--- config.mk ---
export PLATFORM = sky130hd
export DESIGN_NAME = life_like_automaton_generation_core
export DESIGN_NICKNAME = d
export VERILOG_FILES = /design/src/hdl/llag_pkg.sv /design/src/hdl/llag_ram.sv /design/src/hdl/llag_line_store.sv /design/src/hdl/life_like_automaton_generation_core.sv
export VERILOG_INCLUDE_DIRS = /design/src /design/src/hdl
export SDC_FILE = /design/constraint.sdc
export NUM_CORES = 1
export LEC_CHECK = 0
export BUFFER_PORTS_ARGS = -buffer_cell sky130_fd_sc_hd__buf_4
export CORE_AREA = 3 3 143 145
export CTS_CLUSTER_SIZE = 10
export DETAILED_ROUTE_END_ITERATION = 16
export DIE_AREA = 0 0 146 148
export PLACE_DENSITY_LB_ADDON = 0.12
export REMOVE_ABC_BUFFERS = 1
export SLEW_MARGIN = 0
export SYNTH_ARGS = -nofsm -noshare
export SYNTH_HDL_FRONTEND = slang
export SYNTH_HIERARCHICAL = 1
export SYNTH_SLANG_ARGS = --single-unit
--- constraint.sdc ---
create_clock -name clk -period 3.8 [get_ports clk]
set_input_delay 0.76 -clock clk [delete_from_list [all_inputs] [get_ports clk]]
set_output_delay 0.76 -clock clk [all_outputs]
set_load 0.02 [all_outputs]
--- src/hdl/life_like_automaton_generation_core_assert.svh ---
// ---------------------------------------------------------------------------
// Assertion macros for the life-like automaton generation core
// Concurrent checks, compiled out when SYNTH is defined.
// ---------------------------------------------------------------------------
`ifndef LIFE_LIKE_AUTOMATON_GENERATION_CORE_ASSERT_SVH
`define LIFE_LIKE_AUTOMATON_GENERATION_CORE_ASSERT_SVH

`ifndef SYNTH

// property checked after reset
`define LLAG_ASSERT(name, clk, rst, prop, msg) \
  name: assert property (@(posedge clk) disable iff (rst) (prop)) else $error(msg);

// property checked at every edge, reset included
`define LLAG_ASSERT_ALWAYS(name, clk, prop, msg) \
  name: assert property (@(posedge clk) (prop)) else $error(msg);

`else

`define LLAG_ASSERT(name, clk, rst, prop, msg)
`define LLAG_ASSERT_ALWAYS(name, clk, prop, msg)

`endif

`endif

--- src/hdl/llag_pkg.sv ---
// ---------------------------------------------------------------------------
// llag_pkg
// Shared types, register indexes and the cell rule.
// ---------------------------------------------------------------------------
package llag_pkg;

  localparam int CFG_IDX_W  = 3;
  localparam int CFG_DATA_W = 16;

  localparam logic [CFG_IDX_W-1:0] REG_SURVIVE_LOW  = 3'd0;
  localparam logic [CFG_IDX_W-1:0] REG_SURVIVE_HIGH = 3'd1;
  localparam logic [CFG_IDX_W-1:0] REG_BIRTH_LOW    = 3'd2;
  localparam logic [CFG_IDX_W-1:0] REG_BIRTH_HIGH   = 3'd3;
  localparam logic [CFG_IDX_W-1:0] REG_GRID_ROWS    = 3'd4;
  localparam logic [CFG_IDX_W-1:0] REG_GRID_COLS    = 3'd5;

  // neighbour mask over the 3x3 window, center excluded
  localparam logic [8:0] NB_MASK    = 9'h1EF;
  // shift mask: clears column 2 (the newest-column slot) after a right shift
  localparam logic [8:0] SHIFT_MASK = 9'h0DB;

  typedef struct packed {
    logic [3:0] survive_low;
    logic [3:0] survive_high;
    logic [3:0] birth_low;
    logic [3:0] birth_high;
  } rule_cfg_t;

  typedef struct packed {
    logic rd;
    logic wr;
  } line_req_t;

  // window bit row*3+col, row 0 on top, center bit 4
  function automatic logic cell_rule(logic [8:0] w, rule_cfg_t rc);
    logic [8:0] nb;
    logic [3:0] cnt;
    logic       res;
    nb  = w & NB_MASK;
    cnt = '0;
    for (int i = 0; i < 9; i++) begin
      cnt = cnt + 4'(nb[i]);
    end
    if (w[4]) begin
      res = (cnt >= rc.survive_low) && (cnt <= rc.survive_high);
    end else begin
      res = (cnt >= rc.birth_low) && (cnt <= rc.birth_high);
    end
    return res;
  endfunction

endpackage

--- src/hdl/llag_ram.sv ---
// ---------------------------------------------------------------------------
// llag_ram
// Generic single-write, single-read RAM with registered read data.
// ---------------------------------------------------------------------------
module llag_ram #(
  parameter int WIDTH = 2,
  parameter int DEPTH = 32,
  parameter int AW    = (DEPTH > 1) ? $clog2(DEPTH) : 1
) (
  input  logic             clk,
  input  logic             wr_en,
  input  logic [AW-1:0]    wr_addr,
  input  logic [WIDTH-1:0] wr_data,
  input  logic             rd_en,
  input  logic [AW-1:0]    rd_addr,
  output logic [WIDTH-1:0] rd_data
);

  logic [WIDTH-1:0] mem [DEPTH];

  always_ff @(posedge clk) begin
    if (wr_en) begin
      mem[wr_addr] <= wr_data;
    end
    if (rd_en) begin
      rd_data <= mem[rd_addr];
    end
  end

endmodule

--- src/hdl/llag_line_store.sv ---
// ---------------------------------------------------------------------------
// llag_line_store
// Upper and middle line buffers in one RAM, with per-entry valid bits so
// that entries never written since reset read as dead.
// ---------------------------------------------------------------------------
module llag_line_store #(
  parameter int MAX_COLS = 32,
  parameter int AW       = (MAX_COLS > 1) ? $clog2(MAX_COLS) : 1
) (
  input  logic                clk,
  input  logic                rst,
  input  llag_pkg::line_req_t req,
  input  logic [AW-1:0]       rd_addr,
  input  logic [AW-1:0]       wr_addr,
  input  logic                wr_upper,
  input  logic                wr_middle,
  output logic                rd_upper,
  output logic                rd_middle
);
  import llag_pkg::*;

  logic [MAX_COLS-1:0] valid;
  logic                rd_valid;
  logic [1:0]          rd_data;

  llag_ram #(
    .WIDTH (2),
    .DEPTH (MAX_COLS),
    .AW    (AW)
  ) u_ram (
    .clk     (clk),
    .wr_en   (req.wr),
    .wr_addr (wr_addr),
    .wr_data ({wr_upper, wr_middle}),
    .rd_en   (req.rd),
    .rd_addr (rd_addr),
    .rd_data (rd_data)
  );

  always_ff @(posedge clk) begin
    if (rst) begin
      valid    <= '0;
      rd_valid <= 1'b0;
    end else begin
      if (req.wr) begin
        valid[wr_addr] <= 1'b1;
      end
      if (req.rd) begin
        rd_valid <= valid[rd_addr];
      end
    end
  end

  assign rd_upper  = rd_data[1] & rd_valid;
  assign rd_middle = rd_data[0] & rd_valid;

endmodule

--- src/hdl/life_like_automaton_generation_core.sv ---
// ---------------------------------------------------------------------------
// life_like_automaton_generation_core
// One generation of a life-like cellular automaton over a raster cell stream.
//
//   channel  dir  handshake            payload
//   cfg      in   cfg_write            cfg_index, cfg_data
//   in       in   in_valid / in_ready  cell_alive
//   out      out  out_valid / out_ready next_alive, last_of_frame
//
// Each item: line RAM read (S_IDLE), then read-modify-write (S_READ),
// then releases each result (S_EMIT_A, S_EMIT_B) while the output is free.
// The last cell of a frame then primes the flush window (S_FREAD, S_FSHIFT)
// and sweeps the line RAM with S_FREAD, S_FSHIFT, S_FEMIT for each column.
// Output stalls hold the block in its emit state.
// Reset clears line valid bits, position, state, out_valid and config.
// ---------------------------------------------------------------------------
module life_like_automaton_generation_core #(
  parameter int MAX_COLS = 32
) (
  input  logic                            clk,
  input  logic                            rst,
  input  logic                            cfg_write,
  input  logic [llag_pkg::CFG_IDX_W-1:0]  cfg_index,
  input  logic [llag_pkg::CFG_DATA_W-1:0] cfg_data,
  input  logic                            in_valid,
  output logic                            in_ready,
  input  logic                            cell_alive,
  output logic                            out_valid,
  input  logic                            out_ready,
  output logic                            next_alive,
  output logic                            last_of_frame
);
  import llag_pkg::*;

`include "life_like_automaton_generation_core_assert.svh"

  localparam int CW  = (MAX_COLS > 1) ? $clog2(MAX_COLS) : 1;
  localparam int CAP = (MAX_COLS > 1) ? MAX_COLS - 1 : 1;
  localparam logic [6:0] CAP_W = 7'(CAP);

  typedef enum logic [2:0] {
    S_IDLE, S_READ, S_EMIT_A, S_EMIT_B, S_FREAD, S_FSHIFT, S_FEMIT
  } state_t;

  state_t     state;
  rule_cfg_t  rcfg;
  logic [15:0] grid_rows;
  logic [5:0]  grid_cols;

  logic [15:0]   row;
  logic [CW-1:0] col;
  logic [CW-1:0] fx;
  logic          cur_alive;
  logic [8:0]    window;
  logic [2:0]    fu;
  logic [2:0]    fm;
  logic          emit_b;
  logic          do_flush;
  logic          flush_upper;
  logic          fetch_zero;

  logic [15:0]   rows_eff;
  logic [CW-1:0] cols_eff;
  logic          last_col;
  logic          last_row;
  logic          slot_free;
  logic          emit_now;
  logic          fetch_ok;
  logic [8:0]    base;
  logic [8:0]    window_next;
  logic          u_in;

  line_req_t     req;
  logic [CW-1:0] rd_addr;
  logic          rd_upper;
  logic          rd_middle;

  always_ff @(posedge clk) begin
    if (rst) begin
      rcfg.survive_low  <= 4'd2;
      rcfg.survive_high <= 4'd3;
      rcfg.birth_low    <= 4'd3;
      rcfg.birth_high   <= 4'd3;
      grid_rows         <= 16'd32;
      grid_cols         <= 6'd32;
    end else if (cfg_write) begin
      unique case (cfg_index)
        REG_SURVIVE_LOW:  rcfg.survive_low  <= cfg_data[3:0];
        REG_SURVIVE_HIGH: rcfg.survive_high <= cfg_data[3:0];
        REG_BIRTH_LOW:    rcfg.birth_low    <= cfg_data[3:0];
        REG_BIRTH_HIGH:   rcfg.birth_high   <= cfg_data[3:0];
        REG_GRID_ROWS:    grid_rows         <= cfg_data[15:0];
        REG_GRID_COLS:    grid_cols         <= cfg_data[5:0];
        default: ;
      endcase
    end
  end

  always_comb begin
    rows_eff = (grid_rows == 16'd0) ? 16'd1 : grid_rows;
    if (grid_cols == 6'd0) begin
      cols_eff = CW'(1);
    end else if ({1'b0, grid_cols} > CAP_W) begin
      cols_eff = CW'(CAP);
    end else begin
      cols_eff = CW'(grid_cols);
    end
  end

  assign last_col  = ({1'b0, col} + (CW+1)'(1)) >= {1'b0, cols_eff};
  assign last_row  = ({1'b0, row} + 17'd1) >= {1'b0, rows_eff};
  assign slot_free = !out_valid || out_ready;
  assign emit_now  = slot_free
                   && ((state == S_EMIT_A) || (state == S_EMIT_B) || (state == S_FEMIT));
  assign fetch_ok  = fx < cols_eff;
  assign in_ready  = (state == S_IDLE);

  // window shift: upper masked above row 2, restart at column 0
  assign u_in        = (row >= 16'd2) ? rd_upper : 1'b0;
  assign base        = (col == '0) ? 9'd0 : window;
  assign window_next = ((base >> 1) & SHIFT_MASK)
                     | {cur_alive, 2'b00, rd_middle, 2'b00, u_in, 2'b00};

  assign req = line_req_t'{
    rd: (in_valid && state == S_IDLE) || (state == S_FREAD && fetch_ok),
    wr: (state == S_READ)
  };
  assign rd_addr = (state == S_IDLE) ? col : fx;

  llag_line_store #(
    .MAX_COLS (MAX_COLS),
    .AW       (CW)
  ) u_lines (
    .clk       (clk),
    .rst       (rst),
    .req       (req),
    .rd_addr   (rd_addr),
    .wr_addr   (col),
    .wr_upper  (rd_middle),
    .wr_middle (cur_alive),
    .rd_upper  (rd_upper),
    .rd_middle (rd_middle)
  );

  always_ff @(posedge clk) begin
    if (rst) begin
      state     <= S_IDLE;
      row       <= '0;
      col       <= '0;
      out_valid <= 1'b0;
    end else begin
      if (emit_now) begin
        out_valid <= 1'b1;
      end else if (out_ready) begin
        out_valid <= 1'b0;
      end
      unique case (state)
        S_IDLE: begin
          if (in_valid) begin
            cur_alive <= cell_alive;
            state     <= S_READ;
          end
        end
        S_READ: begin
          window      <= window_next;
          emit_b      <= (row != '0) && last_col;
          do_flush    <= last_col && last_row;
          flush_upper <= (row != '0);
          fx          <= '0;
          fu          <= '0;
          fm          <= '0;
          if (last_col) begin
            col <= '0;
            row <= last_row ? 16'd0 : row + 16'd1;
          end else begin
            col <= col + CW'(1);
          end
          if ((row != '0) && (col != '0)) begin
            state <= S_EMIT_A;
          end else if ((row != '0) && last_col) begin
            state <= S_EMIT_B;
          end else if (last_col && last_row) begin
            state <= S_FREAD;
          end else begin
            state <= S_IDLE;
          end
        end
        S_EMIT_A: begin
          if (slot_free) begin
            next_alive    <= cell_rule(window, rcfg);
            last_of_frame <= 1'b0;
            state         <= emit_b ? S_EMIT_B : (do_flush ? S_FREAD : S_IDLE);
          end
        end
        S_EMIT_B: begin
          if (slot_free) begin
            next_alive    <= cell_rule((window >> 1) & SHIFT_MASK, rcfg);
            last_of_frame <= 1'b0;
            state         <= do_flush ? S_FREAD : S_IDLE;
          end
        end
        S_FREAD: begin
          fetch_zero <= !fetch_ok;
          state      <= S_FSHIFT;
        end
        S_FSHIFT: begin
          fu <= {rd_upper & flush_upper & !fetch_zero, fu[2:1]};
          fm <= {rd_middle & !fetch_zero, fm[2:1]};
          if (fx == '0) begin
            fx    <= CW'(1);
            state <= S_FREAD;
          end else begin
            state <= S_FEMIT;
          end
        end
        S_FEMIT: begin
          if (slot_free) begin
            next_alive    <= cell_rule({3'b000, fm, fu}, rcfg);
            last_of_frame <= (fx == cols_eff);
            if (fx == cols_eff) begin
              state <= S_IDLE;
            end else begin
              fx    <= fx + CW'(1);
              state <= S_FREAD;
            end
          end
        end
        default: state <= S_IDLE;
      endcase
    end
  end

  `LLAG_ASSERT(a_one_item, clk, rst, (in_valid && in_ready) |=> !in_ready, "item overlap")
  `LLAG_ASSERT(a_no_ram_collision, clk, rst, !(req.rd && req.wr), "line RAM read/write clash")
  `LLAG_ASSERT(a_flush_primed, clk, rst, (state == S_FEMIT) |-> (fx != '0), "flush before prime")

endmodule
Yosys cells after proc, flatten, opt, wreduce, memory -nomap -nowiden
Memory sizes are Yosys's and may differ from the RTL's. A register that Yosys moved wholly into a read port is not among the register bits.
Index checks and enable logic that the tools add are counted.
{"block": "classes", "n_eq_ne": 19, "n_reduce_logical": 49, "n_bitwise": 8, "shift": 0, "n_mul": 0, "n_addsub": 20, "mux": 44, "n_lt_le_gt_ge": 20, "div": 0}
{"cell": "5-bit 2-to-1 mux", "n": 7}
{"cell": "16-bit 2-to-1 mux", "n": 2}
{"cell": "32-bit OR", "n": 1}
{"cell": "3-bit 2-to-1 mux", "n": 10}
{"cell": "4-bit by 1-bit adder with 4-bit output", "n": 6}
{"cell": "4-bit greater-or-equal comparator", "n": 6}
{"cell": "4-bit <= comparator", "n": 6}
{"cell": "3-bit one-hot mux with 7 select lines", "n": 1}
{"cell": "2-bit AND reduction", "n": 10}
{"cell": "16-bit by 1-bit adder with 17-bit output (second input constant)", "n": 1}
{"cell": "17-bit by 16-bit greater-or-equal comparator with 1-bit output", "n": 1}
{"cell": "16-bit by 1-bit adder with 16-bit output (second input constant)", "n": 1}
{"cell": "16-bit by 2-bit greater-or-equal comparator with 1-bit output (second input constant)", "n": 1}
{"cell": "16-bit zero test", "n": 1}
{"cell": "16-bit nonzero test", "n": 1}
{"cell": "3-bit == test (second input constant)", "n": 5}
{"cell": "1-bit 2-to-1 mux", "n": 15}
{"cell": "5-bit one-hot mux with 3 select lines", "n": 1}
{"cell": "1-bit logical AND", "n": 13}
{"cell": "3-bit by 1-bit adder with 4-bit output", "n": 3}
{"cell": "3-bit by 2-bit == test with 1-bit output (second input constant)", "n": 4}
{"cell": "5-bit by 6-bit less-than comparator with 1-bit output (second input constant)", "n": 2}
{"cell": "2-bit != test (second input constant)", "n": 6}
{"cell": "3-bit one-hot mux with 2 select lines", "n": 2}
{"cell": "other kinds (32)", "n": 54}
{"block": "word_totals", "latchBits": 0, "ram_bits": 64, "memories": 1, "word_cells": 184, "mem_bits_ro": 0, "regBits": 123, "out_inout_bits": 4}
{"memory": "u_lines.u_ram.mem", "depth": 32, "word_bits": 2, "read_ports": 1, "rd_ports_with_merged_regs": 1, "wr": 1, "line": "llag_ram.sv:19", "source": "logic [WIDTH-1:0] mem [DEPTH];"}

Longest topological paths before layout
Gate-level depths: netlist of the first run.
{"block": "depth", "word_depth": 12, "ltp_mapped": 15}

Hierarchy
The synthesis of the first run kept the hierarchy.
{"module": "life_like_automaton_generation_core", "area_per_inst_um2": 6154.7, "seq_area_each_um2": 2072.0, "cells_each": 692, "instances": 1}
{"module": "llag_ram", "area_per_inst_um2": 2803.9, "seq_area_each_um2": 1981.9, "cells_each": 184, "instances": 1}
{"module": "llag_line_store", "area_per_inst_um2": 1415.1, "seq_area_each_um2": 660.6, "cells_each": 162, "instances": 1}

Least setup slack after synthesis of the first run
OpenSTA, ideal clock, no wires.
{"block": "synth_timing", "path_type": "reg2reg", "startpoint": "reg window[1]", "endpoint": "reg next_alive, data pin", "required_ns": 3.539, "n_path_buf": 0, "path_slack_ns": -0.427, "arrival_time_ns": 3.966, "path_stages_with_launch": 16, "period_less_slack_ns": 4.227, "cell_sequence": "edfxtp_1 -> fa_1 -> inv_1 -> fa_1 -> fa_1 -> inv_1 -> ha_1 -> fa_1 -> xor2_1 -> ha_1 -> a21o_1 -> a311o_1 -> o211ai_1 -> o32a_1 -> o32a_1 -> nand3_1"}
{"block": "synth_between", "elab_chain_len": 12, "word_cells_on_any_way": 28}
{"item": "from (decl)", "line": "life_like_automaton_generation_core.sv:54", "source": "logic [8:0] window;"}
{"item": "from (signal assigned)", "line": "life_like_automaton_generation_core.sv:165", "source": "window <= window_next;"}
{"item": "1-bit by 1-bit adder with 2-bit output", "line": "llag_pkg.sv:42", "source": "cnt = cnt + 4'(nb[i]);"}
{"item": "2-bit by 1-bit adder with 3-bit output", "line": "llag_pkg.sv:42"}
{"item": "3-bit by 1-bit adder with 4-bit output", "line": "llag_pkg.sv:42"}
{"item": "4-bit by 1-bit adder with 4-bit output (4 in series)", "line": "llag_pkg.sv:42"}
{"item": "4-bit greater-or-equal comparator, or another cell as far along", "line": "llag_pkg.sv:47", "source": "res = (cnt >= rc.birth_low) && (cnt <= rc.birth_high);"}
{"item": "1-bit logical AND, on equally long branches", "line": "llag_pkg.sv:47, llag_pkg.sv:45"}
{"item": "1-bit 2-to-1 mux", "line": "llag_pkg.sv:44", "source": "if (w[4]) begin"}
{"item": "1-bit 2-to-1 mux", "line": "life_like_automaton_generation_core.sv:189", "source": "if (slot_free) begin"}
{"item": "1-bit one-hot mux with 3 select lines (*)", "line": "life_like_automaton_generation_core.sv:157", "source": "unique case (state)"}
{"item": "to (signal assigned)", "line": "life_like_automaton_generation_core.sv:190", "source": "next_alive <= cell_rule(window, rcfg);"}
{"item": "to (signal assigned)", "line": "life_like_automaton_generation_core.sv:197", "source": "next_alive <= cell_rule((window >> 1) & SHIFT_MASK, rcfg);"}
{"item": "to (signal assigned)", "line": "life_like_automaton_generation_core.sv:218", "source": "next_alive <= cell_rule({3'b000, fm, fu}, rcfg);"}
{"item": "to (decl)", "line": "life_like_automaton_generation_core.sv:30", "source": "output logic next_alive,"}
Mark *: on every way between the ends. The rest lies on a longest branch, timed or not. The select of a mux whose other input is x is not followed.
A chain may end at the register's enable or synchronous reset.

Final worst setup path of the first run
{"block": "layout_timing", "startpoint": "reg window[0]", "endpoint": "reg next_alive, data pin"}
{"block": "layout_between", "elab_chain_len": 12, "word_cells_on_any_way": 16}
{"item": "1-bit by 1-bit adder with 2-bit output (*)", "line": "llag_pkg.sv:42"}
{"item": "2-bit by 1-bit adder with 3-bit output (*)", "line": "llag_pkg.sv:42"}
{"item": "3-bit by 1-bit adder with 4-bit output (*)", "line": "llag_pkg.sv:42"}
{"item": "4-bit by 1-bit adder with 4-bit output (*) (4 in series)", "line": "llag_pkg.sv:42"}
{"item": "4-bit greater-or-equal comparator, or another cell as far along", "line": "llag_pkg.sv:47"}
{"item": "1-bit logical AND, on equally long branches", "line": "llag_pkg.sv:47, llag_pkg.sv:45"}
{"item": "1-bit 2-to-1 mux (*)", "line": "llag_pkg.sv:44"}
{"item": "1-bit 2-to-1 mux (*)", "line": "life_like_automaton_generation_core.sv:189"}
{"item": "1-bit one-hot mux with 3 select lines (*)", "line": "life_like_automaton_generation_core.sv:157"}
Marks and branches as above.

==> flow_summary_export.csv, run 1 <==
group,metric,value,unit
drt,vias,7495,
placed_design,place_congestion,0.847,
drt,dr.pass1.iters,4,
drt,routed_wl,22400,um
synth,synth_cell_types,80,
timing,hold_violations,0,
layout,drive_above_1_share,10.2,%
placed_design,dp_hpwl,15600,um
clock_network,cts_hold_buf,0,
power,p_leak,0.00435,uW
layout,final_util,59.3,%
power,swShare,26.1,%
synth,synthCells,1038,
layout,diodes,0,
timing,max_freq,235,MHz
drt,drc,0,
synth,synth.avg_cell_area,9.99,um2
setup_path,path_max_fanout,2,
timing,setup_ws,-460,ps
placed_design,dp.cells,1310,
layout,multiInputGateArea,0.00519,mm2
timing,rsz0062_at_grt,"true",
setup_path,crit_required,3980,ps
power,power_density,397,mW/mm2
layout,final_cells,1342,
timing,setup_viol,1,
floorplanning,die_h,148,um
grt,antenna_found_initial,0,
grt,grt_pass1_wl,37400,um
timing,post-route-period-util,112,%
synth,synth-seq-cells,189,
synth,synth_edf_count,93,
power,power_frac_clock,39.3,%
setup_path,path_buf_inv,2,
clock_network,htreeDepth,4,
floorplanning,die-area,0.0216,mm2
clock_network,clk_pin_slew,70,ps
setup_path,end_kind,"flip-flop",
grt,grt-ovfl-total,0,
setup_path,crit_family,"adder cells",
placed_design,port_buffers,28,
drt,wl_per_cell,16.7,um
power,p_int,3370,uW
outcome,status,"finished with violations",
drt,drt_first_iter_violations,424,
synth,syn_area,0.0104,mm2
clock_network,insertion_delay,440,ps
clock_network,cts_tree,"yes",
power,ir_drop,0.327,mV
clock_network,cts_sinks,189,
clock_network,clockBufferDepth,2,
run,max-cap-violations,0,
floorplanning,core-area,0.0193,mm2
timing,fin_crit,4260,ps
clock_network,root_buffer,"clkbuf_16",
grt,track_usage,21.3,%
power,p_seq_share,48.1,%
drt,antenna_left,0,
timing,drv_slew,0,
setup_path,setup.worst_path.start_class,"flip-flop",
min_path,hold_path_class,"reg -> reg",
layout,fillers,1708,
setup_path,crit_path_top_delay_cell,"fa_1",
placed_design,pre_cts_ws,-566,ps
setup_path,cpMostUsedCell,"fa_1",
setup_path,crit_chain,"fa_1 > inv_1 > fa_1 > fa_1 > inv_2 > ha_4 > fa_2 > xor2_2 > ha_1 > a21o_1 > a311o_1 > o211ai_1 > o32a_1 > o32a_1 > nand3_1",
synth,ys_warn_count,6,
grt,grt_pass1_vias,7360,
setup_path,critical_path_arrival,4440,ps
power,p_sw,1190,uW
synth,synthFlopType,"dfxtp_1",
timing,fin_hold_ws,472,ps
layout,syn2layout_area_growth,10.6,%
synth,yosysSeqAreaShare,45.4,%
setup_path,max_stage_delay,550,ps
floorplanning,rows,51,
min_path,hp-start,"grid_rows[0]$_SDFFE_PP0P_",
synth,async_flop_share,0,%
clock_network,cts_made_buffers,17,
floorplanning,die_x,146,um
power,pwr-share-comb,12.6,%
setup_path,crit_path_start,"window[0]$_DFFE_PP_",
grt,grt_max_degree,49,
floorplanning,io_pins,29,
layout,fin_nets,1175,
timing,slew_headroom,24.1,%
drt,routed_via_density,5.58,
layout,final_cell_mix,"nor2_1 (131), dfxtp_1 (96), edfxtp_1 (93)",
setup_path,critical_path_class,"reg -> reg",
timing,setup_tns,-460,ps
setup_path,r2r_start,"window[0]$_DFFE_PP_",
timing,clock_skew,10.3,ps
layout,final_common_cell,"nor2_1",
outcome,violations,"negative setup slack",
floorplanning,start_util,53.7,%
timing,worstMarginPinSlew,1120,ps
layout,area.sequential,0.00471,mm2
-- what timing repair did --
item | CTS | global route
setup buffers | 0 | 0
gates resized for setup | 5 | 0
endpoints found under the setup margin | 1 | 1
pin swaps | 3 | 1
-- state kept, by name (all words and copies together), names as in the netlist, 2 cells and up --
| register | flops |
|---|---|
| state | 3 |
| u_lines/valid | 32 |
| row | 16 |
| window | 9 |
| col | 5 |
| grid_rows | 16 |
| fu | 3 |
| u_lines/u_ram/mem | 64 |
| rcfg | 16 |
| grid_cols | 6 |
| fx | 5 |
| fm | 3 |
| u_lines/u_ram/rd_data | 2 |
-- metrics by stage --
stage	power [uW]	instance area [um2]
floorplan	2630	10100
global placement	2790	10900
detailed placement	2800	10900
CTS	4590	11500
global route	4760	11500
finish	4550	11500
-- tightest hold or removal path: stages, from the launching register on --
cell and delay [ps]:
dfxtp_1 320, nand2_1 50, a21oi_1 50
-- area by class of cell --
| cell class | count | area share, % |
|---|---|---|
| Multi-Input combinational cell | 743 | 45.2 |
| Clock inverter | 14 | 1.45 |
| Timing Repair Buffer | 51 | 3.45 |
| Tap cell | 265 | 2.89 |
| Clock buffer | 18 | 3.74 |
| Inverter | 62 | 2.16 |
| Sequential cell | 189 | 41.1 |
-- cells by family (layout without fill, tap and decap cells) --
| group | count (synthesis) | in the layout | synth area share [%] |
|---|---|---|---|
| muxes | 56 | 56 | 5.42 |
| adders and majority gates | 86 | 86 | 11.0 |
| AOI/OAI and AO/OA | 197 | 197 | 12.5 |
| and+or+nand+nor | 368 | 368 | 17.8 |
| buffers and inverters | 106 | 145 | 4.87 |
| xor gates and xnor gates | 36 | 36 | 3.04 |
| DFF | 189 | 189 | 45.4 |
-- Yosys cell counts, types with 6 or more instances --
library cell / number / area (um2)
xor2_1: 11 / 96.3
o21ai_0: 16 / 80.1
a31oi_1: 11 / 68.8
nand2b_1: 14 / 87.6
ha_1: 78 / 976
a211oi_1: 9 / 67.6
a211o_1: 9 / 78.8
mux2i_1: 55 / 551
o211ai_1: 6 / 45.0
clkbuf_1: 29 / 109
nand2_1: 78 / 293
a21oi_1: 90 / 450
nor2b_1: 23 / 144
buf_6: 8 / 90.1
and3_1: 11 / 68.8
xnor2_1: 25 / 219
nor4_1: 7 / 43.8
edfxtp_1: 93 / 2790
nor3_1: 24 / 120
nor2_1: 131 / 492
nand3_1: 24 / 120
fa_1: 8 / 160
a22oi_1: 19 / 143
dfxtp_1: 96 / 1920
inv_1: 59 / 221
-- power groups by stage --
stage	Sequential [uW]	Combinational [uW]	Clock [uW]
after floorplan	2230	400	0
after detailed placement	2240	563	0
after CTS	2190	577	1830
after global placement	2240	549	0
after global routing	2200	650	1920
final	2190	574	1790
-- layer usage --
metal,global-route usage (%),vias to the layer above,wire length [um]
li1,-,3748,-
met1,29.2,3620,10600
met2,35.5,106,10800
met3,3.65,21,725
met4,5.32,0,247
met5,0,-,0
-- worst paths after layout --
| check | slack, ps | endpoint | cells past startpoint |
|---|---|---|---|
| worst max register to register | -460 | next_alive$_DFFE_PP_ | 15 |
| worst min-delay path | 470 | grid_rows[0]$_SDFFE_PP0P_ | 2 |
| worst min register to register | 470 | grid_rows[0]$_SDFFE_PP0P_ | 2 |
| worst max-delay path | -460 | next_alive$_DFFE_PP_ | 15 |
No activity file was read; power rests on OpenSTA's default activity.
==> inputs of run 2 (changes only) <==
Settings changed: SETUP_SLACK_MARGIN from default to 0.5.
==> run 2 against run 1 <==
- the run still ends with negative setup slack left
- clock skew about the same
- fmax about the same
- combinational power about the same
- first-iteration DRC count down 3.3%
- critical endpoint unchanged
==> flow_summary_export.csv, run 2 (synthesized netlist as in run 1, its figures left out) <==
group,metric,value,unit
power,p_leak,0.00437,uW
outcome,status,"finished with violations",
layout,syn2layout_area_growth,11.2,%
layout,drive_above_1_share,11.0,%
grt,top_usage_layer,"met2",
timing,fin_crit,4260,ps
timing,setup_viol,1,
grt,antenna_found_initial,0,
floorplanning,start_util,53.7,%
layout,final_common_cell,"nor2_1",
floorplanning,io_pins,29,
layout,fin_nets,1178,
drt,vias,7540,
timing,slew_headroom,24.4,%
drt,dr.pass1.iters,5,
setup_path,path_max_fanout,2,
grt,grtUsageMet1,29.3,%
layout,fillers,1695,
drt,routed_wl,22500,um
timing,setup_tns,-461,ps
setup_path,end_kind,"flip-flop",
timing,post-route-period-util,112,%
grt,grt_pass1_wl,37500,um
grt,gr-usage-met2,35.6,%
layout,area.sequential,0.00472,mm2
setup_path,critical_path_class,"reg -> reg",
setup_path,critical_path_arrival,4440,ps
layout,final_util,59.7,%
drt,wl_per_cell,16.7,um
setup_path,crit_required,3980,ps
clock_network,clk_pin_slew,70,ps
clock_network,cts_tree,"yes",
placed_design,dp.cells,1310,
timing,max_freq,235,MHz
timing,rsz0062_at_grt,"true",
drt,routed_via_density,5.61,
run,max-cap-violations,0,
power,power_density,395,mW/mm2
layout,top_regs,"u_lines/u_ram/mem: 64 flops, u_lines/valid: 32 flops",
floorplanning,core-area,0.0193,mm2
layout,max_flop_register,"u_lines/u_ram/mem",
grt,grt_util_met3,3.65,%
clock_network,htreeDepth,4,
timing,hold_violations,0,
layout,final_cell_mix,"nor2_1 (130), dfxtp_1 (93), edfxtp_1 (93)",
clock_network,insertion_delay,440,ps
grt,grt_pass1_vias,7373,
grt,track_usage,21.4,%
drt,antenna_left,0,
power,p_total,4560,uW
outcome,violations,"negative setup slack",
layout,largest_register_ffs,64,
drt,drt_first_iter_violations,410,
grt,grt_max_degree,49,
setup_path,setup.worst_path.start_class,"flip-flop",
clock_network,cts_sinks,189,
power,ir_drop,0.326,mV
placed_design,place_congestion,0.847,
layout,final_cells,1345,
drt,drc,0,
floorplanning,rows,51,
timing,setup_ws,-461,ps
timing,fin_hold_ws,472,ps
clock_network,clockBufferDepth,2,
layout,diodes,0,
timing,clock_skew,10.4,ps
timing,worstMarginPinSlew,1120,ps
floorplanning,die_h,148,um
placed_design,port_buffers,28,
timing,drv_slew,0,
min_path,hold_path_class,"reg -> reg",
layout,multiInputGateArea,0.00520,mm2
floorplanning,die-area,0.0216,mm2
grt,grt-ovfl-total,0,
clock_network,cts_made_buffers,17,
placed_design,dp_hpwl,15600,um
clock_network,root_buffer,"clkbuf_16",
clock_network,cts_hold_buf,0,
floorplanning,die_x,146,um
run 2: final cells by class:
type / instances / share of cell area (%)
Inverter: 62 / 2.15
Clock inverter: 14 / 1.44
Timing Repair Buffer: 54 / 3.73
Tap cell: 265 / 2.87
Sequential cell: 189 / 41.0
Clock buffer: 18 / 3.72
Multi-Input combinational cell: 743 / 45.1
run 2: worst paths after layout:
kind                                   from                   endpoint  slack [ps]  cells after the start
hold reg to reg   grid_rows[0]$_SDFFE_PP0P_  grid_rows[0]$_SDFFE_PP0P_         470                      2
hold / removal    grid_rows[0]$_SDFFE_PP0P_  grid_rows[0]$_SDFFE_PP0P_         470                      2
setup reg to reg        window[0]$_DFFE_PP_       next_alive$_DFFE_PP_        -460                     15
setup / recovery        window[0]$_DFFE_PP_       next_alive$_DFFE_PP_        -460                     15
run 2: metrics by stage:
stage / setup slack [ps] / area (um2)
floorplan: -3400 / 10100
global placement: -411 / 10900
detailed placement: -566 / 10900
CTS: -497 / 11500
global route: -735 / 11500
finish: -461 / 11500
run 2: worst max-delay path, cell delays in order (launching register included):
cell and delay (ps):
edfxtp_1 400, fa_1 550, inv_1 50, fa_1 450, fa_1 500, inv_2 40
ha_4 160, fa_2 360, xor2_2 160, ha_1 300, a21o_1 180, a311o_1 300
o211ai_1 120, o32a_1 220, o32a_1 150, nand3_1 60
run 2: per-layer routing:
layer,share of wire (%),up-vias,wire length (um)
met5,0,-,0
met1,48,3664,10800
met4,1.1,0,247
met3,3.0,21,671
met2,48,93,10800
li1,-,3762,-
run 2: repair_timing:
action	CTS	global route
setup endpoints to repair	18	19
pin swaps	5	3
buffers inserted	2	1
resized for setup	8	6
run 2: where the power goes:
part | switching [uW] | internal [uW]
logic | 319 | 256
clock network | 849 | 944
registers | 25.7 | 2160
